**config.mk**
```make
export PLATFORM = sky130hd
export DESIGN_NAME = msort_ctrl
export DESIGN_NICKNAME = d
export VERILOG_FILES = /design/src/rtl/msort_pkg.sv /design/src/rtl/msort_ctrl.sv
export SDC_FILE = /design/constraint.sdc
export NUM_CORES = 1
export LEC_CHECK = 0
export ABC_AREA = 0
export CAP_MARGIN = 40
export CORE_AREA = 2 2 39 41
export DETAILED_ROUTE_END_ITERATION = 8
export DIE_AREA = 0 0 41 43
export DONT_BUFFER_PORTS = 1
export MAX_ROUTING_LAYER = met4
export PLACE_DENSITY = 0.39
export SYNTH_ARGS = -nofsm -noshare
export SYNTH_HDL_FRONTEND = slang
export SYNTH_SLANG_ARGS = --single-unit
export TNS_END_PERCENT = 5
```
**constraint.sdc**
```tcl
create_clock -name clock -period 2.8 [get_ports clock]
set_input_delay 0.14 -clock clock [delete_from_list [all_inputs] [get_ports clock]]
set_output_delay 0.14 -clock clock [all_outputs]
set_load 0.01 [all_outputs]
```
**src/rtl/msort_pkg.sv**
```systemverilog
package msort_pkg;

   localparam int MAX_ITEMS_DEF  = 64;
   localparam int VALUE_BITS_DEF = 32;

   typedef struct packed {
      logic signed [31:0] value_in;
      logic               last_in;
   } req_data_type;

   typedef struct packed {
      logic signed [31:0] value_out;
      logic               last_out;
      logic               overflow;
   } rsp_data_type;

   typedef enum logic [2:0] {
      ST_LOAD,
      ST_PASS,
      ST_RUN,
      ST_MERGE,
      ST_EMIT_RD,
      ST_EMIT_LD,
      ST_EMIT_HOLD
   } state_type;

   typedef struct packed {
      logic load_en;
      logic load_item;
      logic run_start;
      logic merge_step;
      logic next_run;
      logic next_pass;
      logic emit_start;
      logic emit_read;
      logic load_rsp;
      logic finish;
   } cmd_type;

   typedef struct packed {
      logic req_valid;
      logic req_last;
      logic sorted;
      logic run_last;
      logic pass_last;
      logic rsp_accept;
      logic rsp_last;
   } status_type;

endpackage

```
**src/rtl/msort_ctrl.sv**
```systemverilog
module msort_ctrl (
   input  logic                  clock,
   input  logic                  reset,
   input  msort_pkg::status_type st,
   output msort_pkg::cmd_type    cmd
);

   msort_pkg::state_type state_ff, state_in;

   always_ff @(posedge clock) begin
      if (reset) begin
         state_ff <= msort_pkg::ST_LOAD;
      end else begin
         state_ff <= state_in;
      end
   end

   always_comb begin
      state_in = state_ff;
      cmd      = '0;
      unique case (state_ff)
         msort_pkg::ST_LOAD: begin
            cmd.load_en   = 1'b1;
            cmd.load_item = st.req_valid;
            if (st.req_valid && st.req_last) begin
               state_in = msort_pkg::ST_PASS;
            end
         end
         msort_pkg::ST_PASS: begin
            if (st.sorted) begin
               cmd.emit_start = 1'b1;
               state_in       = msort_pkg::ST_EMIT_RD;
            end else begin
               state_in = msort_pkg::ST_RUN;
            end
         end
         msort_pkg::ST_RUN: begin
            cmd.run_start = 1'b1;
            state_in      = msort_pkg::ST_MERGE;
         end
         msort_pkg::ST_MERGE: begin
            cmd.merge_step = 1'b1;
            if (st.run_last) begin
               if (st.pass_last) begin
                  cmd.next_pass = 1'b1;
                  state_in      = msort_pkg::ST_PASS;
               end else begin
                  cmd.next_run = 1'b1;
                  state_in     = msort_pkg::ST_RUN;
               end
            end
         end
         msort_pkg::ST_EMIT_RD: begin
            cmd.emit_read = 1'b1;
            state_in      = msort_pkg::ST_EMIT_LD;
         end
         msort_pkg::ST_EMIT_LD: begin
            cmd.load_rsp = 1'b1;
            state_in     = msort_pkg::ST_EMIT_HOLD;
         end
         msort_pkg::ST_EMIT_HOLD: begin
            if (st.rsp_accept) begin
               if (st.rsp_last) begin
                  cmd.finish = 1'b1;
                  state_in   = msort_pkg::ST_LOAD;
               end else begin
                  state_in = msort_pkg::ST_EMIT_RD;
               end
            end
         end
         default: begin
            state_in = msort_pkg::ST_LOAD;
         end
      endcase
   end

endmodule

```
* Word-level counts from Yosys, hierarchy flattened *
Cells that the tools add are included.

storage, ports and cells
  register bits after elaboration = 3
  input bits = 9
  output and inout bits = 10
  word-level logic and storage cells = 33

operators by class
  eq/ne operators = 9
  mux-type cells = 20
  reductions and logical operators = 3

operators with widths
  operator                                        count
  one-hot mux 3 bit (7 select lines)              1
  2-to-1 mux 3 bit                                6
  2-to-1 mux 1 bit                                10
  == test 3 bit (second input constant)           3
  == test 3 x 2 -> 1 bit (second input constant)  2
  2-to-1 mux 2 bit                                3
  inequality test 2 bit (second input constant)   3
  == test 3 x 1 -> 1 bit (second input constant)  1
  zero test 3 bit                                 1
  AND reduction 3 bit                             1
  logical AND 1 bit                               1

* Logic depth before layout (Yosys ltp) *
Gate-level depths: netlist of the first run.

  depth after elaboration = 3
  mapped depth = 4
  gate-level depth less buffers = 3

* Least setup slack after synthesis of the first run *
OpenSTA, ideal clock, no wires.

  path kind = register to register
  start point = reg state_ff[0]
  end point = reg state_ff[0]
  data arrival time = 1.193 ns
  required time = 2.686 ns
  path slack = 1.492 ns
  cell stages (with the launch flop) = 5
  path buffers = 1
  clock period less this slack = 1.308 ns
  cell sequence = dfxtp_1 > buf_4 > a2111oi_0 > or4_4 > a2bb2o_4

on the way
  word-level cells in the longest chain between the ends = 3
  elaborated cells on any way between the ends = 12
  those cells by class = 9 x eq/ne; 1 x mux; 2 x reduce/logical

RTL lines
  element                                         line              source
  start: declaration                              msort_ctrl.sv:8   msort_pkg::state_type state_ff, state_in;
  start signal: assignment                        msort_ctrl.sv:12  state_ff <= msort_pkg::ST_LOAD;
  start signal: assignment                        msort_ctrl.sv:14  state_ff <= state_in;
  == test 3 x 2 -> 1 bit (tied with other cells)  msort_ctrl.sv:21  unique case (state_ff)
  inequality test 2 bit (no line)                 n/a
  AND reduction 3 bit (no line)                   n/a

Parallel ways exist; a longest one is shown, timed or not.
A chain may end at the register's enable or synchronous reset.

* Worst setup path in the final report of the first run *
  start point = reg state_ff[2]
  end point = reg state_ff[2]

Same word-level chain as after synthesis.

==> impl_metrics.py, run 1 <==
metrics = {
    "clock_tree": {
        "clock_path_buffers": 2,
        "cts_buffers": 3,
        "clk_pin_slew_ns": 0.03,
        "postCtsSetupRepairBufs": 0,
        "post_cts_resized": 0,
        "clockRootBuffer": "clkbuf_4",
        "clock_latency_ns": 0.23,
        "cts_tree": "done",
        "h-tree-depth": 1,
        "cts.sinks": 3,
    },
    "global_routing": {
        "grt.overflow.total": 0,
        "grtUsageTotal_pct": 9.46,
        "grt_pass1_vias": 260,
        "antenna_found_initial": 0,
        "grt_max_degree": 16,
        "grt_pass1_wl_um": 1110,
    },
    "worst_setup_path": {
        "setup.worst_path.start_class": "register",
        "cp-end-kind": "register",
        "r2r-start": "state_ff[2]",
        "worst_r2r_endpoint": "state_ff[2]",
        "crit_fanout": 15,
        "rr_worst_depth": 3,
        "startpoint": "state_ff[2]",
        "reg2reg_slack_ns": 1.25,
        "arrival_ns": 1.70,
        "critical_path_required_ns": 2.94,
        "worstSetupPathType": "register to register",
    },
    "route": {
        "drt-total-wl_um": 744,
        "vias": 293,
        "drt-wirelength-per-cell_um": 13.3,
        "drt_iter0_markers": 4,
        "drt_first_pass_iters": 4,
        "ant_nets": 0,
        "viasPerCell": 5.23,
        "drc_errors": 0,
    },
    "place": {
        "place_area_sq_um": 305,
        "placed_cells": 51,
        "gp_congestion": 0.830,
        "dp_hpwl_um": 577,
        "port-buffer-count": 0,
    },
    "floorplanning": {
        "start_util_pct": 21.7,
        "ioPinCount": 19,
        "core_area_sq_um": 1380,
        "num_rows": 14,
        "die_h_um": 43,
        "die-area_sq_um": 1760,
        "die_w_um": 41,
    },
    "yosys": {
        "syn_area_sq_um": 300,
        "synth_top_area_share_pct": 20.0,
        "syn_nets": 47,
        "yosys-top-cells-count": "dfxtp_1, nand2_1, nor2_1, nor3b_1",
        "ys_seq_area_share_pct": 20.0,
        "yosysUniqueCellTypes": 24,
        "avgSynthCellArea_sq_um": 7.90,
        "synthFlopType": "dfxtp_1",
        "synthArstFlopShare_pct": 0,
        "synth_top_area_cell": "dfxtp_1",
        "ys_warn_count": 0,
        "synth_seq_cells": 3,
        "synth_edf_count": 0,
        "synthTopCellsByArea": "dfxtp_1, nor3b_1, a2bb2o_4",
        "syn_inst": 38,
    },
    "layout": {
        "fillCellCount": 166,
        "regArea_sq_um": 60.1,
        "final_cell_count_no_fill": 56,
        "syn2layout_area_growth_pct": 13.8,
        "drive_gt1_share_pct": 15.0,
        "multi_input_area_sq_um": 221,
        "largest_register_ffs": 3,
        "regMostFlops": "state_ff",
        "final_core_util_pct": 24.7,
        "reg.largest.list": "state_ff x3",
        "antennaDiodeCount": 0,
        "final_cell_area_sq_um": 342,
        "nNetsFinal": 50,
    },
    "timing": {
        "setup_viol": 0,
        "hold_viol_final": 0,
        "slew_viol_final": 0,
        "finalCritPeriodShare_pct": 55.5,
        "rsz0062_at_grt": "no",
        "max_clock_freq_mhz": 643,
        "clock_skew_ns": 0.00352,
        "tns_ns": 0,
        "maxSlewHeadroom_pct": 65.0,
        "tightest_slew_ns": 0.512,
        "finalCriticalPeriod_ns": 1.55,
    },
    "pwr": {
        "leakagePower_nw": 0.120,
        "pwr-share-clk_pct": 39.3,
        "p_per_area_nw_per_um2": 557,
        "power.total_mw": 0.190,
        "p_seq_share_pct": 32.9,
        "power.internal_mw": 0.130,
        "switching_share_pct": 31.5,
        "comb_power_share_pct": 27.8,
        "ir_drop_v": 0.000117,
        "p_sw_mw": 0.0599,
    },
    "outcome": {
        "outcome": "complete, no violations",
    },
    "min_path": {
        "hold_end": "state_ff[2]",
        "hold_class": "primary input to register",
        "hold_path_depth": 1,
        "min_from": "reset",
    },
    "job": {
        "max-cap-violations": 0,
    },
}
[metal layers]
| metal | wire, um | vias to the layer above | track usage [%] |
|---|---|---|---|
| met5 | 0 | - | - |
| met4 | 0 | 0 | 6.00 |
| met3 | 64 | 0 | 3.14 |
| li1 | - | 147 | - |
| met1 | 315 | 134 | 10.6 |
| met2 | 364 | 12 | 13.8 |
[logic make-up (layout without fill, tap and decap cells)]
| group | count (synthesis) | after routing | synth area share [%] |
|---|---|---|---|
| buffers and inverters | 4 | 6 | 6.25 |
| flip-flops | 3 | 3 | 20.0 |
| AO/OA/AOI/OAI | 10 | 10 | 28.8 |
| AND/OR/NAND/NOR | 21 | 21 | 45.0 |
[cell type report]
cell class / count / area share, %
inverters: 1 / 1.10
flip-flops and latches: 3 / 17.6
repair buffers: 1 / 2.93
well taps: 16 / 5.86
clock buffers: 4 / 7.69
multi-input cells: 31 / 64.8
[worst max-delay path, cell delays in order (launching register included)]
cell and delay (ns):
dfxtp_1 0.56, nor4bb_1 0.14, or4_4 0.55, o31ai_2 0.21
[cell usage in the layout, fill, tap and decap left out]
| cell type | synthesis | routed |
|---|---|---|
| or3_1 | 1 | 1 |
| nor4bb_1 | 2 | 2 |
| clkbuf_1 | 2 | 1 |
| o31ai_2 | 1 | 1 |
| nor3_1 | 1 | 1 |
| and2_1 | 2 | 2 |
| a221o_1 | 1 | 1 |
| nor2_1 | 3 | 3 |
| a21oi_1 | 2 | 2 |
| and3_1 | 2 | 2 |
| or4_4 | 1 | 1 |
| dfxtp_1 | 3 | 3 |
| dlygate4sd3_1 | 0 | 1 |
| o21ai_0 | 2 | 2 |
| a2111oi_0 | 1 | 1 |
| inv_1 | 1 | 1 |
| nor2b_1 | 1 | 1 |
| and3b_1 | 1 | 1 |
| a22oi_1 | 1 | 1 |
| nand3b_1 | 1 | 1 |
| nor3b_1 | 3 | 3 |
| clkbuf_4 | 0 | 3 |
| a2bb2o_4 | 1 | 1 |
| nand2_1 | 3 | 3 |
| a211oi_1 | 1 | 1 |
[worst max path at each step]
stage	end	slack, ns	cells after the start
after floorplan	state_ff[0]	1.49	4
final	state_ff[2]	1.25	3
after global routing	state_ff[2]	1.15	3
after global placement	state_ff[2]	1.28	3
after CTS	cmd[3]	1.25	2
after detailed placement	state_ff[2]	1.26	3
[metrics by stage]
| stage | setup WS (ns) | hold slack [ns] |
|---|---|---|
| after floorplan | 1.49 | 0.209 |
| after global placement | 1.28 | 0.213 |
| after detailed placement | 1.26 | 0.220 |
| after CTS | 1.25 | 0.00291 |
| after global routing | 1.15 | 0.00698 |
| final | 1.25 | 0.00854 |
[timing repair]
action                     CTS  global route
hold buffers                 1             0
hold endpoints to repair     1             0
setup endpoints to repair    0             0
[power groups by stage]
stage	combinational [mW]	clock (mW)	sequential, mW
4_1_cts	0.0535	0.0785	0.0623
5_1_grt	0.0579	0.0795	0.0650
2_1_floorplan	0.0583	0	0.0519
3_5_place_dp	0.0521	0	0.0630
3_3_place_gp	0.0514	0	0.0619
6_report	0.0529	0.0747	0.0626
No activity file was read; power rests on OpenSTA's default activity.
==> run 2: changes to the inputs <==
==> constraint.sdc (replaced) <==
create_clock -name clock -period 1.6 [get_ports clock]
set_input_delay 0.08 -clock clock [delete_from_list [all_inputs] [get_ports clock]]
set_output_delay 0.08 -clock clock [all_outputs]
set_load 0.01 [all_outputs]
==> run 2 against run 1 <==
Effect of this change:
- wire length up 7.5%
- total power up 90%
- die area unchanged
- sequential share of layout area down 0.86 points
- core utilization up 2.4 points
- highest routed layer unchanged
==> impl_metrics.py, run 2 (synthesized netlist as in run 1, its figures left out) <==
metrics = {
    "floorplanning": {
        "die_w_um": 41,
        "num_rows": 14,
        "core_area_sq_um": 1380,
        "die-area_sq_um": 1760,
        "start_util_pct": 21.7,
        "ioPinCount": 19,
        "die_h_um": 43,
    },
    "min_path": {
        "hold_path_depth": 2,
        "hold_class": "primary input to register",
        "hold_end": "state_ff[2]",
        "min_from": "reset",
    },
    "timing": {
        "tightest_slew_ns": 0.448,
        "hold_viol_final": 0,
        "setup_viol": 0,
        "holdWs_ns": 0.0415,
        "tns_ns": 0,
        "finalCriticalPeriod_ns": 1.44,
        "rsz0062_at_grt": "no",
        "clock_skew_ns": 0.00447,
        "finalCritPeriodShare_pct": 90.1,
        "max_clock_freq_mhz": 694,
        "slew_viol_final": 0,
        "maxSlewHeadroom_pct": 69.4,
    },
    "global_routing": {
        "grt_pass1_wl_um": 1280,
        "grt_max_degree": 11,
        "grt_pass1_vias": 324,
        "antenna_found_initial": 0,
        "grtUsageTotal_pct": 11.6,
        "grt.overflow.total": 0,
    },
    "pwr": {
        "power.internal_mw": 0.248,
        "ir_drop_v": 0.000437,
        "switching_share_pct": 31.4,
        "leakagePower_nw": 0.142,
        "power.total_mw": 0.362,
        "p_sw_mw": 0.113,
        "comb_power_share_pct": 33.7,
        "p_seq_share_pct": 28.8,
        "p_per_area_nw_per_um2": 967,
        "pwr-share-clk_pct": 37.5,
    },
    "worst_setup_path": {
        "crit_fanout": 10,
        "arrival_ns": 1.59,
        "timing.critical_path.buf_inv": 0,
        "path_delay_family": "simple AND/OR/NAND/NOR gates",
        "r2r-start": "state_ff[2]",
        "worstSetupPathType": "register to register",
        "slowest_stage": "or4_4",
        "reg2reg_slack_ns": 0.16,
        "setup.worst_path.start_class": "register",
        "critical_path.max_stage_delay_ns": 0.54,
        "worstSetupPathDepth": 3,
        "path_cells": "nor4bb_1 -> or4_4 -> o31ai_2",
        "rr_worst_depth": 3,
        "cp-end-kind": "register",
        "worst_r2r_endpoint": "state_ff[2]",
        "critical_path_required_ns": 1.75,
    },
    "clock_tree": {
        "clock_latency_ns": 0.24,
        "clockRootBuffer": "clkbuf_4",
        "cts.sinks": 3,
        "cts_buffers": 3,
        "cts_tree": "done",
        "postCtsSetupRepairBufs": 0,
        "clock_path_buffers": 2,
        "h-tree-depth": 1,
        "clk_pin_slew_ns": 0.04,
    },
    "layout": {
        "drive_gt1_share_pct": 27.3,
        "regArea_sq_um": 62.6,
        "layout_commonest_cell": "buf_4",
        "antennaDiodeCount": 0,
        "largest_register_ffs": 3,
        "reg.largest.list": "state_ff x3",
        "syn2layout_area_growth_pct": 24.6,
        "fillCellCount": 154,
        "nNetsFinal": 54,
        "final_cell_mix": "buf_4, nor3b_1, nand2_1, nor2_1, clkbuf_4",
        "multi_input_area_sq_um": 221,
        "regMostFlops": "state_ff",
    },
    "route": {
        "drt_first_pass_iters": 4,
        "drt_iter0_markers": 15,
        "drt-total-wl_um": 800,
        "drc_errors": 0,
        "viasPerCell": 5.33,
        "vias": 320,
        "ant_nets": 0,
        "drt-wirelength-per-cell_um": 13.3,
    },
    "outcome": {
        "outcome": "complete, no violations",
    },
    "place": {
        "dp_hpwl_um": 607,
        "gp_congestion": 0.836,
        "port-buffer-count": 0,
    },
    "job": {
        "max-cap-violations": 0,
    },
}
-- run 2: changes by cell type in the layout (fill, tap and decap cells not counted), sizes merged --
cell,before,now
buf,0,4
-- run 2: worst max path at each step --
stage / endpoint / slack, ns / start
after floorplan: state_ff[0] / 0.29 / state_ff[0]
after global placement: state_ff[2] / 0.20 / state_ff[2]
after detailed placement: state_ff[2] / 0.17 / state_ff[2]
after CTS: cmd[5] / 0.04 / state_ff[0]
after global routing: cmd[5] / 0.07 / state_ff[1]
final: state_ff[2] / 0.16 / state_ff[2]
-- run 2: repair_timing --
action                                  in CTS  in global routing
hold buffers                                 1                  0
endpoints found under the setup margin       0                  2
resized for setup                            0                  2
endpoints found under the hold margin        2                  0
-- run 2: area by class of cell --
| type | count | area share [%] |
|---|---|---|
| multi-input combinational | 31 | 59.2 |
| sequential | 3 | 16.7 |
| timing repair buffer | 5 | 10.7 |
| clock buffer | 4 | 7.02 |
| tap | 16 | 5.35 |
| inverter | 1 | 1.00 |
-- run 2: power groups by stage --
stage	logic [mW]	registers, mW	clock network [mW]
2_1_floorplan	0.102	0.0908	0
3_3_place_gp	0.119	0.102	0
3_5_place_dp	0.120	0.104	0
4_1_cts	0.122	0.103	0.144
5_1_grt	0.132	0.107	0.162
6_report	0.122	0.104	0.136
-- run 2: layer usage --
| metal | global-route usage, % | part of all wire, % | routed length, um | vias to the layer above |
|---|---|---|---|---|
| met4 | 4.67 | 0 | 0 | 0 |
| li1 | - | - | - | 157 |
| met1 | 12.8 | 41 | 327 | 146 |
| met5 | - | 0 | 0 | - |
| met3 | 8.90 | 11 | 86 | 0 |
| met2 | 15.3 | 48 | 386 | 17 |
-- run 2: stage by stage --
| step | worst slack [ns] | utilization (%) | std cells | area, sq um |
|---|---|---|---|---|
| detailed placement | 0.170 | 24.2 | 55 | 335 |
| floorplan | 0.292 | - | 38 | 300 |
| global route | 0.0742 | 27.0 | 60 | 374 |
| global placement | 0.198 | 24.2 | 55 | 335 |
| finish | 0.159 | 27.0 | 60 | 374 |
| CTS | 0.0395 | 26.9 | 60 | 372 |
==> run 3: changes to the inputs <==
--- a/config.mk
+++ b/config.mk
@@ -8,11 +8,13 @@
 export ABC_AREA = 0
 export CAP_MARGIN = 40
 export CORE_AREA = 2 2 39 41
+export CTS_BUF_LIST = sky130_fd_sc_hd__clkbuf_8
 export DETAILED_ROUTE_END_ITERATION = 8
 export DIE_AREA = 0 0 41 43
 export DONT_BUFFER_PORTS = 1
 export MAX_ROUTING_LAYER = met4
 export PLACE_DENSITY = 0.39
+export SLEW_MARGIN = 30
 export SYNTH_ARGS = -nofsm -noshare
 export SYNTH_HDL_FRONTEND = slang
 export SYNTH_SLANG_ARGS = --single-unit
==> run 3 against run 2 <==
Effect of this change:
- critical path type is now register to primary output
- global-route usage stayed put
- clock skew decreased by 0.0028 ns
- sequential power about the same
==> impl_metrics.py, run 3 (synthesized netlist as in run 1, its figures left out) <==
metrics = {
    "outcome": {
        "outcome": "complete, no violations",
    },
    "route": {
        "viasPerCell": 5.27,
        "drt-wirelength-per-cell_um": 13.5,
        "drt-total-wl_um": 812,
        "vias": 316,
        "drt_iter0_markers": 17,
        "ant_nets": 0,
        "drt_first_pass_iters": 4,
        "drc_errors": 0,
    },
    "timing": {
        "clock_skew_ns": 0.00170,
        "max_clock_freq_mhz": 663,
        "hold_viol_final": 0,
        "slew_viol_final": 0,
        "finalCriticalPeriod_ns": 1.51,
        "finalWorstSetupSlack_ns": 0.0919,
        "tns_ns": 0,
        "finalCritPeriodShare_pct": 94.3,
        "tightest_slew_ns": 0.448,
        "setup_viol": 0,
        "maxSlewHeadroom_pct": 69.4,
        "rsz0062_at_grt": "no",
    },
    "worst_setup_path": {
        "critical_path_required_ns": 1.52,
        "path_cells": "buf_4 -> and3b_1 -> nand2_1 -> nor2_1",
        "crit_fanout": 9,
        "timing.critical_path.buf_inv": 1,
        "arrival_ns": 1.43,
        "setup.worst_path.start_class": "register",
        "path_delay_family": "simple AND/OR/NAND/NOR gates",
        "worstSetupPathType": "register to primary output",
        "critical_path.max_stage_delay_ns": 0.45,
        "cp-end-kind": "primary output",
        "slowest_stage": "dfxtp_1",
    },
    "layout": {
        "largest_register_ffs": 3,
        "multi_input_area_sq_um": 221,
        "final_cell_count_no_fill": 60,
        "antennaDiodeCount": 0,
        "nNetsFinal": 54,
        "syn2layout_area_growth_pct": 30.4,
        "final_cell_mix": "buf_4, nor3b_1, nand2_1, nor2_1, clkbuf_8",
        "regArea_sq_um": 61.3,
        "layout_commonest_cell": "buf_4",
        "final_cell_area_sq_um": 392,
        "fillCellCount": 158,
        "reg.largest.list": "state_ff x3",
        "drive_gt1_share_pct": 25.0,
        "regMostFlops": "state_ff",
    },
    "clock_tree": {
        "cts_buffers": 3,
        "cts_tree": "done",
        "cts.sinks": 3,
        "clock_latency_ns": 0.22,
        "clk_pin_slew_ns": 0.03,
        "clockRootBuffer": "clkbuf_8",
        "clock_path_buffers": 2,
        "h-tree-depth": 1,
        "postCtsSetupRepairBufs": 0,
    },
    "floorplanning": {
        "die_w_um": 41,
        "num_rows": 14,
        "die_h_um": 43,
        "die-area_sq_um": 1760,
        "core_area_sq_um": 1380,
        "start_util_pct": 21.7,
        "ioPinCount": 19,
    },
    "place": {
        "port-buffer-count": 0,
        "dp_hpwl_um": 607,
        "placed_cells": 55,
        "place_area_sq_um": 335,
        "place_worst_setup_slack_ns": 0.170,
        "gp_congestion": 0.836,
    },
    "pwr": {
        "p_per_area_nw_per_um2": 1130,
        "power.total_mw": 0.441,
        "ir_drop_v": 0.000464,
        "leakagePower_nw": 0.153,
    },
    "global_routing": {
        "grt_max_degree": 11,
        "grt.overflow.total": 0,
        "grtUsageTotal_pct": 11.6,
        "antenna_found_initial": 0,
        "grt_pass1_vias": 324,
        "grt_pass1_wl_um": 1290,
    },
    "job": {
        "max-cap-violations": 0,
    },
    "min_path": {
        "hold_class": "primary input to register",
    },
}
## run 3: cell count changes in the layout (fill, tap and decap cells not counted), sizes merged
cell	previous run	this run
clkbuf	4	3
inv	1	2
## run 3: where the power goes
part | leakage, nW | switching (mW) | total, mW | internal (mW)
Clock | 0.0269 | 0.0528 | 0.216 | 0.164
Combinational | 0.101 | 0.0527 | 0.122 | 0.0689
Sequential | 0.0250 | 0.0186 | 0.103 | 0.0848
Total | 0.153 | 0.124 | 0.441 | 0.317
## run 3: cell type report
class,count,area share [%]
clock buffer,3,10.5
clock inverter,1,0.958
inverter,1,0.958
multi-input combinational,31,56.5
sequential,3,15.7
tap,16,5.11
timing repair buffer,5,10.2
## run 3: what timing repair did
item                                    CTS  global route
gates resized for setup                   0             1
hold buffers                              1             0
hold endpoints to repair                  2             0
endpoints found under the setup margin    0             1
## run 3: worst reg2reg max path, cell delays in order, from the launching register on
cell and delay (ns):
dfxtp_1 0.48, nor4bb_1 0.13, or4_4 0.54, o31ai_2 0.21
## run 3: routing by layer
metal  vias up  wire [um]  GRT usage, %
met4         0          0          4.67
met2        18        387          15.3
met3         0        105          8.90
met5         -          0             -
met1       143        319          12.8
li1        155          -             -
## run 3: path summary, 6_finish.rpt
check                                    to         from  cells after the start  slack (ns)
worst min register to register  state_ff[1]  state_ff[1]                      2        0.68
worst min-delay path            state_ff[2]        reset                      2        0.06
worst max register to register  state_ff[2]  state_ff[2]                      3        0.16
worst max-delay path                 cmd[5]  state_ff[0]                      4        0.09
## run 3: per-stage QoR
step,hold WS [ns],util [%]
global route,0.0641,28.3
CTS,0.0557,28.2
floorplan,0.149,-
global placement,0.155,24.2
detailed placement,0.156,24.2
finish,0.0581,28.3
